## src/design/load_store_address_patcher_defines.svh

```systemverilog
// Assertion macros shared by the address patcher RTL.
// No dependencies; included by lsap_core, the module that carries concurrent checks.
`ifndef LOAD_STORE_ADDRESS_PATCHER_DEFINES_SVH
`define LOAD_STORE_ADDRESS_PATCHER_DEFINES_SVH

// Same-cycle implication, disabled during reset.
`define LSAP_ASSERT_NOW(label, clk, rstn, ante, cons, msg) \
    label: assert property (@(posedge clk) disable iff (!(rstn)) (ante) |-> (cons)) \
        else $error(msg);

// Next-cycle implication, disabled during reset.
`define LSAP_ASSERT_NEXT(label, clk, rstn, ante, cons, msg) \
    label: assert property (@(posedge clk) disable iff (!(rstn)) (ante) |=> (cons)) \
        else $error(msg);

`endif

```

## src/design/lsap_pkg.sv

```systemverilog
// Types and constants for the load/store address patcher.
// No dependencies; used by every module of the block by scoped names.
package lsap_pkg;

    localparam int WORD_W  = 16;
    localparam int SIZE_W  = 8;
    localparam int COUNT_W = 16;
    localparam int CFG_IDX_W  = 2;
    localparam int CFG_DATA_W = 16;

    localparam logic [WORD_W-1:0] OPC_MASK  = 16'hFE0F;
    localparam logic [WORD_W-1:0] OPC_LOAD  = 16'h9000;
    localparam logic [WORD_W-1:0] OPC_STORE = 16'h9200;

    localparam logic [CFG_IDX_W-1:0] CFG_IDX_OLD  = 2'd0;
    localparam logic [CFG_IDX_W-1:0] CFG_IDX_NEW  = 2'd1;
    localparam logic [CFG_IDX_W-1:0] CFG_IDX_SIZE = 2'd2;

    localparam logic [SIZE_W-1:0] SIZE_RESET = 8'd1;

    typedef struct packed {
        logic [WORD_W-1:0] old_address;
        logic [WORD_W-1:0] new_address;
        logic [SIZE_W-1:0] value_size;
    } cfg_t;

    typedef struct packed {
        logic              last;
        logic [WORD_W-1:0] word;
    } item_t;

    typedef struct packed {
        logic               last;
        logic               patched;
        logic [COUNT_W-1:0] total;
        logic [WORD_W-1:0]  word;
    } result_t;

endpackage

```

## src/design/load_store_address_patcher.sv

```systemverilog
// Top level of the load/store address patcher: stream in, patched stream out.
// Depends on lsap_pkg, lsap_cfg_regs, lsap_in_reg and lsap_core.
//
//  channel  | direction | handshake          | payload
//  ---------+-----------+--------------------+-------------------------------------
//  s_axis   | in        | s_tvalid/s_tready  | tdata in_word, tlast in_last
//  m_axis   | out       | m_tvalid/m_tready  | tdata out_word+replaced_total,
//           |           |                    | tuser was_patched, tlast out_last
//  cfg      | in        | cfg_valid/cfg_ready| cfg_index, cfg_data
//
// One word per cycle sustained while m_tready is high; a beat taken on s_* passes through
// the input register, then the result register, before it shows on m_*. The scan/run
// decision is combinational compare and add logic. cfg_ready is always high.
// aresetn (synchronous) clears both valid bits, the run state and the count, and resets the
// config registers (value_size to 1). Stalls on m_tready back up through the result and input registers.
module load_store_address_patcher (
    input  logic                            aclk,
    input  logic                            aresetn,
    input  logic                            s_tvalid,
    output logic                            s_tready,
    input  logic [15:0]                     s_tdata,   // [15:0] in_word
    input  logic                            s_tlast,
    output logic                            m_tvalid,
    input  logic                            m_tready,
    output logic [31:0]                     m_tdata,   // [15:0] out_word, [31:16] replaced_total
    output logic                            m_tuser,   // [0] was_patched
    output logic                            m_tlast,
    input  logic                            cfg_valid,
    output logic                            cfg_ready,
    input  logic [lsap_pkg::CFG_IDX_W-1:0]  cfg_index,
    input  logic [lsap_pkg::CFG_DATA_W-1:0] cfg_data
);

    lsap_pkg::cfg_t    cfg;
    lsap_pkg::item_t   s_item;
    lsap_pkg::item_t   q_item;
    lsap_pkg::result_t result;
    logic              q_valid;
    logic              q_ready;

    assign cfg_ready = 1'b1;

    lsap_cfg_regs u_cfg (
        .aclk     (aclk),
        .aresetn  (aresetn),
        .wr_en    (cfg_valid && cfg_ready),
        .wr_index (cfg_index),
        .wr_data  (cfg_data),
        .cfg      (cfg)
    );

    assign s_item.word = s_tdata;
    assign s_item.last = s_tlast;

    lsap_in_reg u_in (
        .aclk    (aclk),
        .aresetn (aresetn),
        .s_valid (s_tvalid),
        .s_ready (s_tready),
        .s_item  (s_item),
        .q_valid (q_valid),
        .q_ready (q_ready),
        .q_item  (q_item)
    );

    lsap_core u_core (
        .aclk       (aclk),
        .aresetn    (aresetn),
        .cfg        (cfg),
        .in_valid   (q_valid),
        .in_ready   (q_ready),
        .in_item    (q_item),
        .out_valid  (m_tvalid),
        .out_ready  (m_tready),
        .out_result (result)
    );

    assign m_tdata = {result.total, result.word};
    assign m_tuser = result.patched;
    assign m_tlast = result.last;

endmodule

```

## src/design/lsap_cfg_regs.sv

```systemverilog
// Configuration register file of the address patcher.
// Depends on lsap_pkg; writes with an index outside the list are dropped.
module lsap_cfg_regs (
    input  logic                           aclk,
    input  logic                           aresetn,
    input  logic                           wr_en,
    input  logic [lsap_pkg::CFG_IDX_W-1:0]  wr_index,
    input  logic [lsap_pkg::CFG_DATA_W-1:0] wr_data,
    output lsap_pkg::cfg_t                  cfg
);

    lsap_pkg::cfg_t cfg_reg;
    lsap_pkg::cfg_t cfg_next;

    always_comb begin
        cfg_next = cfg_reg;
        if (wr_en) begin
            unique case (wr_index)
                lsap_pkg::CFG_IDX_OLD:  cfg_next.old_address = wr_data;
                lsap_pkg::CFG_IDX_NEW:  cfg_next.new_address = wr_data;
                lsap_pkg::CFG_IDX_SIZE: cfg_next.value_size  = wr_data[lsap_pkg::SIZE_W-1:0];
                default:                cfg_next = cfg_reg;
            endcase
        end
    end

    always_ff @(posedge aclk) begin
        if (!aresetn) begin
            cfg_reg.old_address <= '0;
            cfg_reg.new_address <= '0;
            cfg_reg.value_size  <= lsap_pkg::SIZE_RESET;
        end else begin
            cfg_reg <= cfg_next;
        end
    end

    assign cfg = cfg_reg;

endmodule

```

## src/design/lsap_in_reg.sv

```systemverilog
// Input register stage: captures one beat, frees itself when the core takes it.
// Depends on lsap_pkg for the item type.
module lsap_in_reg (
    input  logic            aclk,
    input  logic            aresetn,
    input  logic            s_valid,
    output logic            s_ready,
    input  lsap_pkg::item_t s_item,
    output logic            q_valid,
    input  logic            q_ready,
    output lsap_pkg::item_t q_item
);

    logic            valid_reg;
    lsap_pkg::item_t item_reg;

    assign s_ready = !valid_reg || q_ready;

    always_ff @(posedge aclk) begin
        if (!aresetn) begin
            valid_reg <= 1'b0;
        end else if (s_valid && s_ready) begin
            valid_reg <= 1'b1;
        end else if (q_ready) begin
            valid_reg <= 1'b0;
        end
    end

    always_ff @(posedge aclk) begin
        if (s_valid && s_ready) begin
            item_reg <= s_item;
        end
    end

    assign q_valid = valid_reg;
    assign q_item  = item_reg;

endmodule

```

## src/design/lsap_core.sv

```systemverilog
// Patch decision, scan/run state and result register of the address patcher.
// Depends on lsap_pkg and the assertion macros in the defines header.
`include "load_store_address_patcher_defines.svh"

module lsap_core (
    input  logic              aclk,
    input  logic              aresetn,
    input  lsap_pkg::cfg_t    cfg,
    input  logic              in_valid,
    output logic              in_ready,
    input  lsap_pkg::item_t   in_item,
    output logic              out_valid,
    input  logic              out_ready,
    output lsap_pkg::result_t out_result
);

    typedef enum logic [1:0] {
        PH_SCAN  = 2'd0,
        PH_SKIP  = 2'd1,
        PH_CHECK = 2'd2
    } phase_t;

    phase_t                          phase_reg, phase_next;
    logic [lsap_pkg::WORD_W-1:0]     prev_word_reg, prev_word_next;
    logic                            have_prev_reg, have_prev_next;
    logic [lsap_pkg::SIZE_W-1:0]     run_idx_reg, run_idx_next;
    logic [lsap_pkg::COUNT_W-1:0]    count_reg, count_next;
    logic                            out_valid_reg;
    lsap_pkg::result_t               result_reg, result_next;

    logic                            advance;
    logic [lsap_pkg::WORD_W-1:0]     prev_op;
    logic                            follows;
    logic [lsap_pkg::WORD_W-1:0]     run_off;
    logic [lsap_pkg::WORD_W-1:0]     want_addr;
    logic [lsap_pkg::WORD_W-1:0]     patch_addr;
    logic [lsap_pkg::SIZE_W:0]       run_inc;
    logic [lsap_pkg::WORD_W-1:0]     word;
    logic                            patched;

    assign in_ready = !out_valid_reg || out_ready;
    assign advance  = in_valid && in_ready;

    assign prev_op    = prev_word_reg & lsap_pkg::OPC_MASK;
    assign follows    = have_prev_reg &&
                        (prev_op == lsap_pkg::OPC_LOAD || prev_op == lsap_pkg::OPC_STORE);
    assign run_off    = {{(lsap_pkg::WORD_W-lsap_pkg::SIZE_W){1'b0}}, run_idx_reg};
    assign want_addr  = cfg.old_address + run_off;
    assign patch_addr = cfg.new_address + run_off;
    assign run_inc    = {1'b0, run_idx_reg} + {{lsap_pkg::SIZE_W{1'b0}}, 1'b1};

    always_comb begin
        phase_next = phase_reg;
        run_idx_next = run_idx_reg;
        count_next = count_reg;
        word = in_item.word;
        patched = 1'b0;

        unique case (phase_reg)
            PH_SKIP: begin
                phase_next = PH_CHECK;
            end
            PH_CHECK: begin
                if (in_item.word == want_addr && follows) begin
                    word = patch_addr;
                    patched = 1'b1;
                    // run ends once the incremented index reaches the (current) symbol size
                    if (run_inc >= {1'b0, cfg.value_size}) begin
                        phase_next = PH_SCAN;
                        run_idx_next = '0;
                    end else begin
                        phase_next = PH_SKIP;
                        run_idx_next = run_inc[lsap_pkg::SIZE_W-1:0];
                    end
                end else begin
                    phase_next = PH_SCAN;
                    run_idx_next = '0;
                end
            end
            default: begin
                // scan, and the unused code behaves as scan
                phase_next = PH_SCAN;
                if (in_item.word == cfg.old_address && follows) begin
                    word = cfg.new_address;
                    patched = 1'b1;
                    if (count_reg != {lsap_pkg::COUNT_W{1'b1}}) begin
                        count_next = count_reg + {{(lsap_pkg::COUNT_W-1){1'b0}}, 1'b1};
                    end
                    if (cfg.value_size > {{(lsap_pkg::SIZE_W-1){1'b0}}, 1'b1}) begin
                        phase_next = PH_SKIP;
                        run_idx_next = {{(lsap_pkg::SIZE_W-1){1'b0}}, 1'b1};
                    end
                end
            end
        endcase

        prev_word_next = word;
        have_prev_next = 1'b1;
        if (in_item.last) begin
            phase_next = PH_SCAN;
            run_idx_next = '0;
            have_prev_next = 1'b0;
        end

        result_next.word    = word;
        result_next.patched = patched;
        result_next.total   = count_next;
        result_next.last    = in_item.last;
    end

    always_ff @(posedge aclk) begin
        if (!aresetn) begin
            phase_reg     <= PH_SCAN;
            prev_word_reg <= '0;
            have_prev_reg <= 1'b0;
            run_idx_reg   <= '0;
            count_reg     <= '0;
            out_valid_reg <= 1'b0;
        end else begin
            if (advance) begin
                phase_reg     <= phase_next;
                prev_word_reg <= prev_word_next;
                have_prev_reg <= have_prev_next;
                run_idx_reg   <= run_idx_next;
                count_reg     <= count_next;
                out_valid_reg <= 1'b1;
                result_reg    <= result_next;
            end else if (out_ready) begin
                out_valid_reg <= 1'b0;
            end
        end
    end

    assign out_valid  = out_valid_reg;
    assign out_result = result_reg;

    `LSAP_ASSERT_NEXT(a_count_monotonic, aclk, aresetn, 1'b1,
        count_reg >= $past(count_reg), "replacement count went down")
    `LSAP_ASSERT_NEXT(a_skip_passes, aclk, aresetn,
        advance && phase_reg == PH_SKIP && !in_item.last,
        !result_reg.patched && phase_reg == PH_CHECK, "skipped word was patched")
    `LSAP_ASSERT_NEXT(a_last_resets, aclk, aresetn, advance && in_item.last,
        phase_reg == PH_SCAN && !have_prev_reg && run_idx_reg == '0,
        "end of image left a run open")
    `LSAP_ASSERT_NOW(a_run_idx_scan, aclk, aresetn, phase_reg == PH_SCAN,
        run_idx_reg == '0, "run index set in scan phase")

endmodule

```

## config.mk

```make
export PLATFORM = sky130hd
export DESIGN_NAME = load_store_address_patcher
export DESIGN_NICKNAME = d
export VERILOG_FILES = /design/src/design/lsap_pkg.sv /design/src/design/load_store_address_patcher.sv /design/src/design/lsap_cfg_regs.sv /design/src/design/lsap_in_reg.sv /design/src/design/lsap_core.sv
export VERILOG_INCLUDE_DIRS = /design/src /design/src/design
export SDC_FILE = /design/constraint.sdc
export NUM_CORES = 1
export LEC_CHECK = 0
export ABC_AREA = 1
export ABC_CLOCK_PERIOD_IN_PS = 3900
export BUFFER_PORTS_ARGS = -buffer_cell sky130_fd_sc_hd__buf_2
export CAP_MARGIN = 20
export CORE_MARGIN = 10
export CORE_UTILIZATION = 45
export CTS_BUF_LIST = sky130_fd_sc_hd__clkbuf_16
export DETAILED_ROUTE_END_ITERATION = 8
export PLACE_DENSITY = 0.72
export SLEW_MARGIN = 40
export SYNTH_ARGS = -nofsm -noshare
export SYNTH_HDL_FRONTEND = slang
export SYNTH_HIERARCHICAL = 1
export SYNTH_SLANG_ARGS = --single-unit
```

## constraint.sdc

```tcl
create_clock -name aclk -period 3.9 [get_ports aclk]
set_clock_uncertainty 0.2 [all_clocks]
set_input_delay 0.78 -clock aclk [delete_from_list [all_inputs] [get_ports aclk]]
set_output_delay 0.78 -clock aclk [all_outputs]
set_load 0.03 [all_outputs]
```

==> reports/metrics.csv <==
metric,value,unit
fmax,288.8,MHz
post-dp-hpwl,16960,microns
avgSynthCellArea,7.052,sq um
gr-total-overflow,0,
fin_cells,1466,
power.share.clock,0.441,
synth_compound_area_frac,0.1015,
setup_viol,0,
die_y,154.9,microns
hold_depth,2,
gp_congestion,0.9544,
clockBufferDepth,2,
crit_type,reg2reg,
viasPerCell,5.104,
swShare,0.2872,
postCtsSetupBuffers,0,
synth_mux_area_frac,0,
area_growth,13.49,%
required,4050,ps
hp-start,u_core/phase_reg[0],
io-pin-count,77,
rows,49,
p_switching,1.018,mW
post-synth-top-count-cell,nand2_1,
crit_buf_inv,3,
vias,7483,
rsz0062_at_grt,false,
largest_reg_flops,40,
worst_path_max_delay_cell,dfxtp_1,
wl_per_cell,15.29,microns
synth_seq_cells,130,
period_share,0.8878,
max_cap_violations,0,
fin_ws,437.5,ps
cp_top_family,simple AND/OR/NAND/NOR gates,
yosys_most_used_dff,dfxtp_1,
crit_arrival,3610,ps
synth_cell_types,48,
final_area,0.009293,sq mm
path_max_fanout,21,
grt_first_pass_wirelength,35910,microns
drv_slew,0,
fin_crit,3463,ps
antenna_left,0,
peakVddDrop,0.3172,mV
clock_latency,420,ps
synth_fa_ha_area_frac,0.04768,
synth_area_leaders,"dfxtp_1 (19%), edfxtp_1 (19%), nand2_1 (12%)",
first_iter_violations,641,
worstPathCellList,ha_1 > inv_1 > fa_1 > inv_1 > nand2_1 > nand2_2 > nand3_2 > nand2_2 > nand2_1 > nand2_1 > nand2_1 > nand2_1 > nand3_1 > nor2_2 > nand2_4 > inv_2 > nand2_2 > nor2_4 > nand3_1 > a21oi_1,
syn_inst,1161,
cp-end-kind,flip-flop,
grt_usage,0.1847,
p_int,2.527,mW
dp.cells,1434,
p_seq_frac,0.438,
hold_path_end,u_core/phase_reg[0],
synthXorXnorAreaFrac,0.05333,
cts_tree,done,
yosys.area.top_type,dfxtp_1,
r2r-start,u_core/run_idx_reg[0],
antenna_found_initial,0,
drive_gt1_frac,0.1342,
layout.nets,1294,
synth_top_family_by_area,simple AND/OR/NAND/NOR gates,
worst_setup_path_start_kind,flip-flop,
grt_pass1_vias,6825,
syn_nets,1231,
dr.pass1.iters,6,
status,"finished, final reports clean",
max_slew_margin,0.4920,
rrSetupSlack,440,ps
ys_async_sr_fraction,0,
cts_made_buffers,17,
seq_area_frac_synth,0.3802,
powerDensity,381.5,mW/mm^2
holdBufCountCts,0,
timing.rr.end,u_core/run_idx_reg[2],
die_x,154.9,microns
synth-simple-area-share,0.3006,
clock_sink_count,130,
initial_utilization,0.4574,
dp_slack,535.6,ps
cts_resized,0,
hold_path.class,reg2reg,
worstMarginPinSlew,752.1,ps
p_leak,4.566,nW
critPathMaxStageDelay,490,ps
cts_root_buf,clkbuf_16,
yosysWarnings,6,
hold_violations,0,
synth_area,0.008188,sq mm
core,0.01790,sq mm
synth_edf_count,51,
crit_top_cell,nand2_1,
ctsHtreeMaxLevel,4,
wl,22410,microns
grt_max_degree,50,
clk_pin_slew_worst_paths,70,ps
comb_power_share,0.121,
io_buffers,75,
hold_ws,291.6,ps
yosysTopAreaCellShare,0.1932,
die_area,0.02399,sq mm
drc,0,
tns,0,ps
synth_common_cells,"nand2_1 (268), inv_1 (191), nor2_1 (115)",
rr_worst_depth,20,
n_antenna_cell,0,
place_area,0.008720,sq mm
==> worst max-delay path by stage <==
stage                          startpoint               endpoint  cells past startpoint
global placement    u_core/run_idx_reg[0]  u_core/run_idx_reg[1]                     20
CTS                 u_core/run_idx_reg[0]  u_core/run_idx_reg[2]                     20
floorplan                        m_tready   u_core/out_result[0]                      6
detailed placement  u_core/run_idx_reg[0]  u_core/run_idx_reg[2]                     20
finish              u_core/run_idx_reg[0]  u_core/run_idx_reg[2]                     20
global route        u_core/run_idx_reg[0]  u_core/run_idx_reg[3]                     20
==> metal layers <==
metal  up-vias  GRT usage  share of wire
met2       250     0.2917           0.46
li1       3830          -              -
met4         0    0.04903          0.014
met3        24    0.03943          0.066
met1      3379     0.2495           0.46
met5         -          0              0
==> area by class of cell <==
type / instances / area, sq um
well taps: 229 / 286.5
clock buffers: 17 / 425.4
fillers: 1820 / 8610
inverters: 198 / 743.2
multi-input cells: 793 / 4134
repair buffers: 84 / 442.9
flip-flops and latches: 130 / 3113
clock inverters: 15 / 147.6
==> power by group through the flow <==
stage | registers (mW) | clock network [mW] | logic (mW)
5_1_grt | 1.56 | 1.65 | 0.485
6_report | 1.55 | 1.56 | 0.429
3_5_place_dp | 1.58 | 0 | 0.423
4_1_cts | 1.55 | 1.60 | 0.427
2_1_floorplan | 1.58 | 0 | 0.293
3_3_place_gp | 1.58 | 0 | 0.419
==> cells in the final DEF (no fill, tap or decap), drive strengths merged, types with 17 or more instances in the layout <==
cell type | Yosys | layout
dfxtp | 79 | 79
nand4 | 17 | 17
ha | 28 | 28
nor2 | 126 | 126
nand3 | 110 | 110
buf | 21 | 84
clkbuf | 19 | 17
edfxtp | 51 | 51
xor2 | 29 | 29
a21oi | 90 | 90
inv | 198 | 204
xnor2 | 20 | 20
o21ai | 50 | 50
nand2 | 285 | 285
==> worst reg2reg max path, stage by stage (launching register included) <==
cell and delay, ps:
dfxtp_1 490, ha_1 250, inv_1 70, fa_1 390
inv_1 70, nand2_1 80, nand2_2 130, nand3_2 110
nand2_2 110, nand2_1 80, nand2_1 70, nand2_1 40
nand2_1 80, nand3_1 90, nor2_2 150, nand2_4 180
inv_2 230, nand2_2 110, nor2_4 200, nand3_1 110
a21oi_1 140
==> through the flow <==
stage,total power [mW],util
after floorplan,1.871,-
after detailed placement,2.005,0.4871
after CTS,3.578,0.5191
after global placement,2.000,0.4871
after global routing,3.698,0.5191
final,3.545,0.5191
==> cells by family after synthesis <==
family | count (synthesis)
AOI/OAI and AO/OA | 154
DFF | 130
buffers and inverters | 238
adders and majority gates | 30
xor gates and xnor gates | 49
other | 1
and+or+nand+nor | 559
No activity file was read; power rests on OpenSTA's default activity.
